<file path="config.mk">
export PLATFORM = sky130hd
export DESIGN_NAME = dwpc_seq
export DESIGN_NICKNAME = d
export VERILOG_FILES = /design/src/sv/dwpc_pkg.sv /design/src/sv/dwpc_seq.sv
export SDC_FILE = /design/constraint.sdc
export NUM_CORES = 1
export LEC_CHECK = 0
export BUFFER_PORTS_ARGS = -buffer_cell sky130_fd_sc_hd__buf_2
export CAP_MARGIN = 20
export CORE_AREA = 4 4 43 45
export CTS_CLUSTER_SIZE = 8
export DETAILED_ROUTE_END_ITERATION = 16
export DIE_AREA = 0 0 47 49
export GPL_TIMING_DRIVEN = 0
export HOLD_SLACK_MARGIN = 0.08
export PLACE_DENSITY = 0.65
export SKIP_CTS_REPAIR_TIMING = 1
export SLEW_MARGIN = 20
export SYNTH_ARGS = -nofsm -noshare
export SYNTH_HDL_FRONTEND = slang
export SYNTH_SLANG_ARGS = --single-unit
</file>
<file path="constraint.sdc">
create_clock -name clock -period 1.55 [get_ports clock]
set_input_delay 0.155 -clock clock [delete_from_list [all_inputs] [get_ports clock]]
set_output_delay 0.155 -clock clock [all_outputs]
set_load 0.02 [all_outputs]
</file>
<file path="src/sv/dwpc_pkg.sv">
// shared types, widths and constants of the dual wheel pid speed controller
package dwpc_pkg;

   localparam int WINDOW_DEPTH = 32;
   localparam int POS_W = (WINDOW_DEPTH > 1) ? $clog2(WINDOW_DEPTH) : 1;

   localparam int DES_W = 20;
   localparam int MEAS_W = 24;
   localparam int ERR_W = 25;
   localparam int SUM_W = ERR_W + POS_W + 1;
   localparam int GAIN_W = 16;
   localparam int ILIM_W = 20;
   localparam int OLIM_W = 15;
   localparam int THR_W = 15;
   localparam int WGT_W = 9;
   localparam int CMD_W = 16;

   localparam int MUL_A_W = 18;
   localparam int MUL_B_W = 26;
   localparam int PROD_W = MUL_A_W + MUL_B_W;
   localparam int ACC_W = PROD_W + 2;
   localparam int CMD_FRAC = 12;
   localparam int QUOT_W = ACC_W - CMD_FRAC;
   localparam int DIFF_W = CMD_W + 1;
   localparam int BLEND_FRAC = 8;
   localparam int BLEND_W = 28;

   localparam int CSR_IDX_W = 3;
   localparam int CSR_DATA_W = 20;

   localparam logic [CSR_IDX_W-1:0] REG_GAIN_P = 3'd0;
   localparam logic [CSR_IDX_W-1:0] REG_GAIN_I = 3'd1;
   localparam logic [CSR_IDX_W-1:0] REG_GAIN_D = 3'd2;
   localparam logic [CSR_IDX_W-1:0] REG_INT_LIMIT = 3'd3;
   localparam logic [CSR_IDX_W-1:0] REG_OUT_LIMIT = 3'd4;
   localparam logic [CSR_IDX_W-1:0] REG_SLEW_THR = 3'd5;
   localparam logic [CSR_IDX_W-1:0] REG_BLEND_WGT = 3'd6;

   localparam logic [GAIN_W-1:0] RST_GAIN_P = 16'd1229;
   localparam logic [GAIN_W-1:0] RST_GAIN_I = 16'd128;
   localparam logic [GAIN_W-1:0] RST_GAIN_D = 16'd77;
   localparam logic [ILIM_W-1:0] RST_INT_LIMIT = 20'd18000;
   localparam logic [OLIM_W-1:0] RST_OUT_LIMIT = 15'd28000;
   localparam logic [THR_W-1:0] RST_SLEW_THR = 15'd400;
   localparam logic [WGT_W-1:0] RST_BLEND_WGT = 9'd26;
   localparam logic [WGT_W-1:0] WGT_FULL = 9'd256;

   typedef struct packed {
      logic [GAIN_W-1:0] gain_p;
      logic [GAIN_W-1:0] gain_i;
      logic [GAIN_W-1:0] gain_d;
      logic [ILIM_W-1:0] int_limit;
      logic [OLIM_W-1:0] out_limit;
      logic [THR_W-1:0] slew_thr;
      logic [WGT_W-1:0] blend_wgt;
   } cfg_type;

   typedef enum logic [3:0] {
      ST_IDLE,
      ST_MUL_P,
      ST_CLAMP,
      ST_MUL_I,
      ST_MUL_D,
      ST_ACC,
      ST_CMD,
      ST_BLEND,
      ST_FINAL
   } seq_state_type;

   typedef struct packed {
      logic load;
      logic mul_p;
      logic clamp;
      logic mul_i;
      logic mul_d;
      logic acc;
      logic cmd;
      logic blend;
      logic commit;
      logic full;
      logic [POS_W-1:0] addr;
   } step_type;

endpackage

</file>
<file path="src/sv/dwpc_seq.sv">
// step sequencer, ring position and fill flag shared by both lanes
module dwpc_seq (
   input  logic              clock,
   input  logic              reset,
   input  logic              req_valid,
   input  logic              out_free,
   output logic              busy,
   output dwpc_pkg::step_type step
);

   localparam logic [dwpc_pkg::POS_W-1:0] LAST_POS =
      dwpc_pkg::POS_W'(dwpc_pkg::WINDOW_DEPTH - 1);

   dwpc_pkg::seq_state_type state_ff, state_in;
   logic [dwpc_pkg::POS_W-1:0] pos_ff, pos_in;
   logic full_ff, full_in;
   logic commit;

   always_comb begin
      state_in = state_ff;
      unique case (state_ff)
         dwpc_pkg::ST_IDLE:  if (req_valid) state_in = dwpc_pkg::ST_MUL_P;
         dwpc_pkg::ST_MUL_P: state_in = dwpc_pkg::ST_CLAMP;
         dwpc_pkg::ST_CLAMP: state_in = dwpc_pkg::ST_MUL_I;
         dwpc_pkg::ST_MUL_I: state_in = dwpc_pkg::ST_MUL_D;
         dwpc_pkg::ST_MUL_D: state_in = dwpc_pkg::ST_ACC;
         dwpc_pkg::ST_ACC:   state_in = dwpc_pkg::ST_CMD;
         dwpc_pkg::ST_CMD:   state_in = dwpc_pkg::ST_BLEND;
         dwpc_pkg::ST_BLEND: state_in = dwpc_pkg::ST_FINAL;
         dwpc_pkg::ST_FINAL: if (out_free) state_in = dwpc_pkg::ST_IDLE;
         default:            state_in = dwpc_pkg::ST_IDLE;
      endcase
   end

   always_comb begin
      step = '0;
      step.addr = pos_ff;
      step.full = full_ff;
      busy = 1'b1;
      unique case (state_ff)
         dwpc_pkg::ST_IDLE: begin
            busy = 1'b0;
            step.load = req_valid;
         end
         dwpc_pkg::ST_MUL_P: step.mul_p = 1'b1;
         dwpc_pkg::ST_CLAMP: step.clamp = 1'b1;
         dwpc_pkg::ST_MUL_I: step.mul_i = 1'b1;
         dwpc_pkg::ST_MUL_D: step.mul_d = 1'b1;
         dwpc_pkg::ST_ACC:   step.acc = 1'b1;
         dwpc_pkg::ST_CMD:   step.cmd = 1'b1;
         dwpc_pkg::ST_BLEND: step.blend = 1'b1;
         dwpc_pkg::ST_FINAL: step.commit = out_free;
         default:            busy = 1'b1;
      endcase
   end

   assign commit = step.commit;

   always_comb begin
      pos_in = pos_ff;
      full_in = full_ff;
      if (commit) begin
         if (pos_ff == LAST_POS) begin
            pos_in = '0;
            full_in = 1'b1;
         end else begin
            pos_in = pos_ff + 1'b1;
         end
      end
   end

   always_ff @(posedge clock) begin
      if (reset) begin
         state_ff <= dwpc_pkg::ST_IDLE;
         pos_ff <= '0;
         full_ff <= 1'b0;
      end else begin
         state_ff <= state_in;
         pos_ff <= pos_in;
         full_ff <= full_in;
      end
   end

endmodule

</file>
==> impl_results.md, run 1 <==
- Status: finished with violations
- Failing checks: negative setup slack
- Router iterations before antenna repair: 4
- Max IR drop VDD: ~0.00037 V
- Synth Cell Area: approximately 580 µm²
- Final hold vios: 0
- Final Skew: ~0.9 ps
- Final period utilization: 102%
- WL/cell: 12.9 µm
- Root Buffer: clkbuf_4
- Hold Path Class: input port to flop
- I/O pin count: 20
- Max cap viols: 0
- Vias per std cell: 5.59
- Detailed placement HPWL: 969 µm
- Vias in the first global route: around 490
- Area delta synth->final: 42.0%
- P_leak: ~0.36 nW
- Relative slew slack: roughly two thirds
- Clk_lat worst skew: ~270 ps
- Die span in y: a little under 50 µm
- DRT iter0 DRCs: 15
- Achievable Freq: between 600 and 700 MHz
- Seq cells post-synth: 10
- Worst setup path class: flop to output port
- Global-route total usage across every layer: 12.4%
- Hold EP: state_ff[3]
- Maximum fanout along the worst path: 6
- Worst slew pin tran: between 400 and 500 ps
- CTS clk-pin slew, worst paths: roughly 70 ps
- Final Wtd Congestion: approximately 0.75
- Reg2Reg Setup Slack: 30 ps
- # DRC: 0
- Htree depth: 1
- Crit. End Element: output port
- Synth area leaders: dfxtp_1 34%, nor3_1 6.0%, nand4bb_4 4.7%, nor2_1 4.5%, ha_1 4.3%
- PortBufs: 18
- CTS buffer count: 3
- Hold depth: 3
- Setup WS post-layout: -24.0 ps
- Net Count, Synth: 75
- Final core utilization: between 50 and 60%
- Setup WS pre-CTS: -40.0 ps
- Post-synth top area share: between 30% and 40%
- Max Slew Vio Count: 0
- Grt total ovfl: 0
- Yosys top cell by area: dfxtp_1
- Seq/Total Area, Yosys: between 30% and 40%
- Initial antenna violation count: 0
- Crit-path slowest cell: or4_4
- Average size of a mapped cell: approximately 8.4 µm²
- Largest net degree at the start of global routing: 11
- CORE AREA: 1470 µm²
- Wire length of the first global-routing pass: around 2.1 mm
- Data required time of the critical path: ~1400 ps
- Layout cells sized above 1: between 40% and 50%
- Synth cell types: 29
- Core Rows: 14
- Initial Util: approximately 39%
- YS warnings: 0
- Clk buf depth: 2
- Worst r2r dst: pos_ff[0]
- Layout Nets: 100
- Power after layout: about 650 µW
- Final setup viols: 1
- Crit path DAT: ~1400 ps
- Reg2Reg Depth: 5
- CP peak stage delay: roughly 570 ps
- Hold Crit Start: req_valid
- # diodes: 0
- CTS tree: built
- Crit path time final: ~1600 ps
- Die area: roughly 2300 µm²
- Crit-path cells: or4_4 -> nor2_4 -> buf_6
- Post-Syn Instances: a little under 70
- Worst R2R Start: pos_ff[1]
- PD cells: ~790 nW/µm²
- WL final: ~1.4 mm
- Clock sinks: 10
- Die X: about 47 µm
- Startpoint Class: flop
- RSZ-0062 raised after global routing: true
- Routed vias: around 610
- Post-route ant nets: 0
-- worst max path at each step --
stage	startpoint	to	slack [ps]	cells after the start
finish	state_ff[0]	step[14]	-20	3
global route	state_ff[0]	step[14]	-60	3
CTS	state_ff[0]	step[14]	-190	4
detailed placement	pos_ff[1]	pos_ff[3]	-40	5
global placement	pos_ff[1]	pos_ff[3]	-30	5
floorplan	pos_ff[1]	pos_ff[3]	10	5
-- registers in the layout (all words and copies together), names as in the netlist --
| register | count |
|---|---|
| pos_ff | 5 |
| full_ff | 1 |
| state_ff | 4 |
-- cell type report --
class                   instances  area (µm²)
fillers                       140         647
flip-flops and latches         10         214
inverters                       4        15.0
multi-input cells              48         385
clock buffers                   3        22.5
clock inverters                 1        3.75
repair buffers                 22         133
well taps                      16        20.0
plain buffers                   5        31.3
-- synthesized netlist by cell type --
cell and instances:
dfxtp_1 10, nor2_1 7, nor3_1 7, a21oi_1 4, inv_1 4, nand2b_1 3
nand3_1 3, o21ai_0 3, a31oi_1 2, buf_2 2, buf_4 2, ha_1 2
o311ai_1 2, o41ai_1 2, or4_1 2, a211oi_1 1, and3_1 1, and4b_1 1
and4bb_2 1, buf_1 1, buf_6 1, clkbuf_1 1, mux2i_1 1, nand2_1 1
nand4bb_4 1, nor4_1 1, o21ai_1 1, or3_1 1, xnor2_1 1
-- cell families (layout without fill, tap and decap cells) --
kind of cell,Yosys count,in the layout,share of synthesized area [%]
and+or+nand+nor,29,29,31.5
AOI/OAI and AO/OA,15,15,16.4
buffers and inverters,11,35,10.1
DFF,10,10,34.5
adders and majority gates,2,2,4.31
xor gates and xnor gates,1,1,1.51
muxes,1,1,1.72
-- where the power goes --
| part | internal (mW) | leakage, nW | switching, mW | total (mW) |
|---|---|---|---|---|
| Combinational | 0.0825 | 0.257 | 0.0892 | 0.172 |
| Clock | 0.0933 | 0.0154 | 0.101 | 0.194 |
| Sequential | 0.267 | 0.0843 | 0.0184 | 0.285 |
-- per-layer routing --
layer	GRT usage, %	vias to the layer above	part of all wire (%)
met1	16.5	281	46
li1	-	300	-
met5	0	-	0
met3	6.27	2	10
met2	15.8	26	43
met4	6.45	0	0.85
-- layout by cell type, fill, tap and decap left out --
cell type   n
and3_4      1
clkinv_1    1
and4b_1     1
a31oi_1     2
or4_1       1
nor2_2      1
nand2_1     1
nor4_1      1
o21ai_1     1
dfxtp_1     5
o41ai_2     2
nand4bb_4   1
dfxtp_2     2
and4bb_2    1
buf_2      17
buf_6       2
a211oi_1    1
buf_1       1
o311ai_1    2
inv_1       4
nor2_4      1
nand3_1     3
or4_4       1
buf_4       6
dfxtp_4     3
nand2b_1    3
o21ai_0     3
mux2i_1     1
nor2_1      5
nor3_1      7
or3_4       1
ha_4        2
xnor2_1     1
clkbuf_4    4
a21oi_1     4
-- per-stage QoR --
step	cells	cell area (µm²)	hold WS, ps	TNS (ps)
2_1_floorplan	69	621	304	0
3_5_place_dp	103	731	455	-40.0
4_1_cts	107	757	165	-473
5_1_grt	109	825	203	-97.0
3_3_place_gp	103	731	442	-32.4
6_report	109	825	170	-24.0
-- worst max-delay path: cells and delay by family, from the launching register on --
kind                   cells  cell delay (ps)
flip-flops                 1              360
AND/OR/NAND/NOR            2              670
buffers and inverters      1              120
Power figures use the tool's default switching activity.
==> inputs of run 2 (changes only) <==
--- a/config.mk
+++ b/config.mk
@@ -7,13 +7,13 @@
 export LEC_CHECK = 0
 export BUFFER_PORTS_ARGS = -buffer_cell sky130_fd_sc_hd__buf_2
 export CAP_MARGIN = 20
-export CORE_AREA = 4 4 43 45
+export CORE_AREA = 2 2 41 43
 export CTS_CLUSTER_SIZE = 8
 export DETAILED_ROUTE_END_ITERATION = 16
-export DIE_AREA = 0 0 47 49
+export DIE_AREA = 0 0 43 45
 export GPL_TIMING_DRIVEN = 0
 export HOLD_SLACK_MARGIN = 0.08
-export PLACE_DENSITY = 0.65
+export PLACE_DENSITY_LB_ADDON = 0.05
 export SKIP_CTS_REPAIR_TIMING = 1
 export SLEW_MARGIN = 20
 export SYNTH_ARGS = -nofsm -noshare
==> impl_results.md, run 2 (synthesis results as in run 1) <==
- Status: finished with violations
- Failing checks: negative setup slack
- Routed vias: 575
- Die X: between 40 and 50 µm
- # diodes: 0
- I/O pin count: 20
- Clock sinks: 10
- Worst setup path class: flop to output port
- Global-route total usage across every layer: around 15%
- Biggest regs: pos_ff (5), state_ff (4), full_ff (1)
- Router iterations before antenna repair: 2
- Fin area: ~840 µm²
- Post-Layout Cell Count: between 100 and 150
- PD cells: about 750 nW/µm²
- Initial Util: between 30% and 40%
- Initial antenna violation count: 0
- Die area: between 1500 and 2000 µm²
- Placed cell count: roughly 100
- WL final: roughly 1.4 mm
- Htree depth: 1
- Relative slew slack: about three fifths
- # DRC: 0
- Largest net degree at the start of global routing: 11
- Max Slew Vio Count: 0
- Hold Path Class: input port to flop
- RSZ-0062 raised after global routing: true
- Register with the most flip-flops: pos_ff
- CTS clk-pin slew, worst paths: about 60 ps
- Max cap viols: 0
- Maximum fanout along the worst path: 7
- Most common cell after layout, fill and taps aside: buf_2
- Core Rows: 14
- Grt total ovfl: 0
- Vias in the first global route: around 460
- Area delta synth->final: 44.6%
- CP peak stage delay: around 560 ps
- CTS tree: built
- Post-route ant nets: 0
- Post-DP Area: ~730 µm²
- Crit-path slowest cell: or4_4
- Final Wtd Congestion: a little over 0.7
- PortBufs: 18
- Final period utilization: 102%
- Data required time of the critical path: 1390 ps
- Layout Nets: 100
- Layout cells sized above 1: 51.1%
- Root Buffer: clkbuf_4
- Setup WS post-layout: -30.5 ps
- Final hold vios: 0
- Number of flip-flops in the largest register: 5
- CORE AREA: roughly 1500 µm²
- Min Hold Slack: ~180 ps
- Crit-path cells: or4_4 -> nor2_4 -> buf_6
- Startpoint Class: flop
- P_leak: 0.370 nW
- DRT iter0 DRCs: 3
- Crit path time final: 1580 ps
- Worst slew pin tran: between 500 and 600 ps
- WL/cell: approximately 13 µm
- Final setup viols: 1
- Detailed placement HPWL: ~960 µm
- Vias per std cell: between 5 and 6
- Die span in y: between 40 and 50 µm
- Clk buf depth: 2
- Max IR drop VDD: roughly 0.00038 V
- Achievable Freq: between 600 and 700 MHz
- Crit. End Element: output port
- Wire length of the first global-routing pass: ~2.2 mm
- Commonest non-fill, non-tap cells in the layout: 18 x buf_2, 7 x nor3_1, 6 x buf_4, 6 x dfxtp_1, 5 x nor2_1
- CTS buffer count: 3
- Crit path DAT: around 1400 ps
- Final Skew: between 3 and 4 ps
- Clk_lat worst skew: 260 ps
-- run 2: per-layer routing --
layer / track usage, % / up-vias / share of wire, %
met4: 3.64 / 0 / 0.85
met3: 6.00 / 2 / 4.3
met5: 0 / - / 0
li1: - / 304 / -
met1: 21.0 / 258 / 52
met2: 22.7 / 11 / 42
-- run 2: where the power goes --
group	internal, mW	switching [mW]	total (mW)
sequential	0.267	0.0198	0.286
combinational	0.0773	0.0902	0.168
clock	0.0896	0.0858	0.175
-- run 2: worst paths after layout --
path / startpoint / end / slack [ps] / depth (start not counted)
max: state_ff[0] / step[14] / -30 / 3
min: req_valid / state_ff[3] / 180 / 3
max reg2reg: pos_ff[0] / pos_ff[0] / 10 / 5
min reg2reg: state_ff[0] / state_ff[0] / 470 / 1
-- run 2: cell type report --
type | count | area, µm²
buffer | 5 | 31.3
clock buffer | 3 | 22.5
fill | 134 | 632
inverter | 4 | 15.0
multi-input combinational | 48 | 412
sequential | 10 | 213
tap | 16 | 20.0
timing repair buffer | 22 | 126
-- run 2: per-stage QoR --
stage               utilization, %  setup WS (ps)  power, mW  TNS (ps)
floorplan                        -           11.6      0.393         0
global placement              49.7          -29.8      0.434     -29.8
detailed placement            49.7          -61.6      0.433     -61.6
CTS                           51.2           -183      0.612      -468
global route                  57.1          -61.6      0.657      -105
finish                        57.1          -30.5      0.629     -30.5
-- run 2: critical path, delay by kind of cell (launching register included) --
kind	cells	cell delay (ps)
flops	1	360
simple gates	2	680
buf+inv	1	120
==> inputs of run 3 (changes only) <==
--- a/config.mk
+++ b/config.mk
@@ -7,10 +7,10 @@
 export LEC_CHECK = 0
 export BUFFER_PORTS_ARGS = -buffer_cell sky130_fd_sc_hd__buf_2
 export CAP_MARGIN = 20
-export CORE_AREA = 2 2 41 43
-export CTS_CLUSTER_SIZE = 8
+export CORE_AREA = 5 5 44 46
+export CTS_CLUSTER_SIZE = 14
 export DETAILED_ROUTE_END_ITERATION = 16
-export DIE_AREA = 0 0 43 45
+export DIE_AREA = 0 0 49 51
 export GPL_TIMING_DRIVEN = 0
 export HOLD_SLACK_MARGIN = 0.08
 export PLACE_DENSITY_LB_ADDON = 0.05
==> impl_results.md, run 3 (synthesis results as in run 1) <==
- Vias per std cell: between 5 and 6
- Final Wtd Congestion: 0.749
- Global-route total usage across every layer: roughly an eighth
- DRT iter0 DRCs: 7
- # diodes: 0
- Clk buf depth: 2
- Crit. End Element: output port
- Most common cell after layout, fill and taps aside: buf_2
- Internal: just under 500 µW
- Crit-path cells: or4_4 -> nor2_4 -> buf_6
- Fin area: around 830 µm²
- Layout Nets: just over 100
- Root Buffer: clkbuf_4
- Maximum fanout along the worst path: 5
- Post-DP Area: 731 µm²
- WL final: approximately 1.5 mm
- WL/cell: 13.5 µm
- Initial antenna violation count: 0
- Core Rows: 14
- Die X: 49 µm
- Setup WS post-layout: -42.1 ps
- PD cells: approximately 830 nW/µm²
- Die area: between 2000 and 2500 µm²
- Worst slew pin tran: 542 ps
- Final setup viols: 1
- Router iterations before antenna repair: 4
- Switching power: roughly 210 µW
- Area delta synth->final: 43.5%
- Die span in y: between 50 and 60 µm
- Vias in the first global route: 545
- Failing checks: negative setup slack
- Max cap viols: 0
- Layout cells sized above 1: about half
- Clock Power Share: 34.7%
- Post-route ant nets: 0
- Worst setup path class: flop to output port
- Routed vias: around 600
- Final Skew: 4.13 ps
- Min Hold Slack: between 150 and 200 ps
- CTS tree: built
- RSZ-0062 raised after global routing: true
- Switching share of power: between 20% and 30%
- Max IR drop VDD: slightly below 0.0005 V
- Wire length of the first global-routing pass: about 2.4 mm
- CP peak stage delay: 560 ps
- Reg2Reg Setup Slack: approximately 20 ps
- Largest net degree at the start of global routing: 11
- Final period utilization: 103%
- Clk_lat worst skew: ~270 ps
- Detailed placement HPWL: around 1 mm
- Clock sinks: 10
- Reg power frac: about two fifths
- Hold Path Class: input port to flop
- Final setup TNS: -42.1 ps
- Commonest non-fill, non-tap cells in the layout: 19 x buf_2, 7 x nor3_1, 7 x buf_4
- Biggest regs: pos_ff (5), state_ff (4), full_ff (1)
- Relative slew slack: 63.9%
- Initial Util: between 30% and 40%
- Crit path time final: 1590 ps
- I/O pin count: 20
- Crit path DAT: ~1400 ps
- Htree depth: 1
- CTS buffer count: 3
- Max Slew Vio Count: 0
- Achievable Freq: 628 MHz
- Final core utilization: a little under three fifths
- CTS clk-pin slew, worst paths: roughly 70 ps
- Status: finished with violations
- Data required time of the critical path: 1390 ps
- # DRC: 0
- Post-Layout Cell Count: 110
- Placed cell count: a little over 100
- PortBufs: 18
- Final hold vios: 0
- Crit-path slowest cell: or4_4
- Grt total ovfl: 0
- Startpoint Class: flop
- Combinational Power Share: roughly a quarter
- P_leak: roughly 0.37 nW
- Register with the most flip-flops: pos_ff
- CORE AREA: roughly 1500 µm²
- Number of flip-flops in the largest register: 5
[run 3: cell count changes in the layout (fill, tap and decap cells not counted), sizes merged]
| cell | previous run | this run |
|---|---|---|
| buf | 26 | 28 |
[run 3: power by group through the flow]
| stage | Clock [mW] | Combinational [mW] | Sequential (mW) |
|---|---|---|---|
| floorplan | 0 | 0.112 | 0.280 |
| global placement | 0 | 0.154 | 0.280 |
| detailed placement | 0 | 0.153 | 0.280 |
| CTS | 0.248 | 0.153 | 0.274 |
| global route | 0.258 | 0.183 | 0.283 |
| finish | 0.241 | 0.171 | 0.282 |
[run 3: per-layer routing]
layer,up-vias,global-route usage [%],wire [µm]
met4,0,2.24,17
li1,306,-,-
met2,17,18.3,637
met5,-,0,0
met3,4,5.52,85
met1,274,15.2,745
[run 3: path summary, 6_finish.rpt]
check	from	endpoint	cells past startpoint
min	req_valid	state_ff[3]	3
min reg2reg	state_ff[0]	state_ff[0]	1
max	state_ff[1]	step[14]	3
max reg2reg	pos_ff[0]	pos_ff[0]	5
[run 3: through the flow]
stage	setup slack [ps]	power, mW
3_5_place_dp	-43.8	0.433
5_1_grt	-73.6	0.724
6_report	-42.1	0.693
4_1_cts	-196	0.675
2_1_floorplan	11.6	0.393
3_3_place_gp	-30.1	0.434
[run 3: area by class of cell]
type                    count  area [µm²]
flip-flops and latches     10         216
multi-input cells          48         383
fillers                   148         638
well taps                  16        20.0
inverters                   4        15.0
plain buffers               5        28.8
repair buffers             23         134
clock buffers               4        36.3
[run 3: worst max-delay path: cells and delay by family, from the launching register on]
family                 cells  cell delay [ps]
AND/OR/NAND/NOR            2              680
flip-flops                 1              360
buffers and inverters      1              120
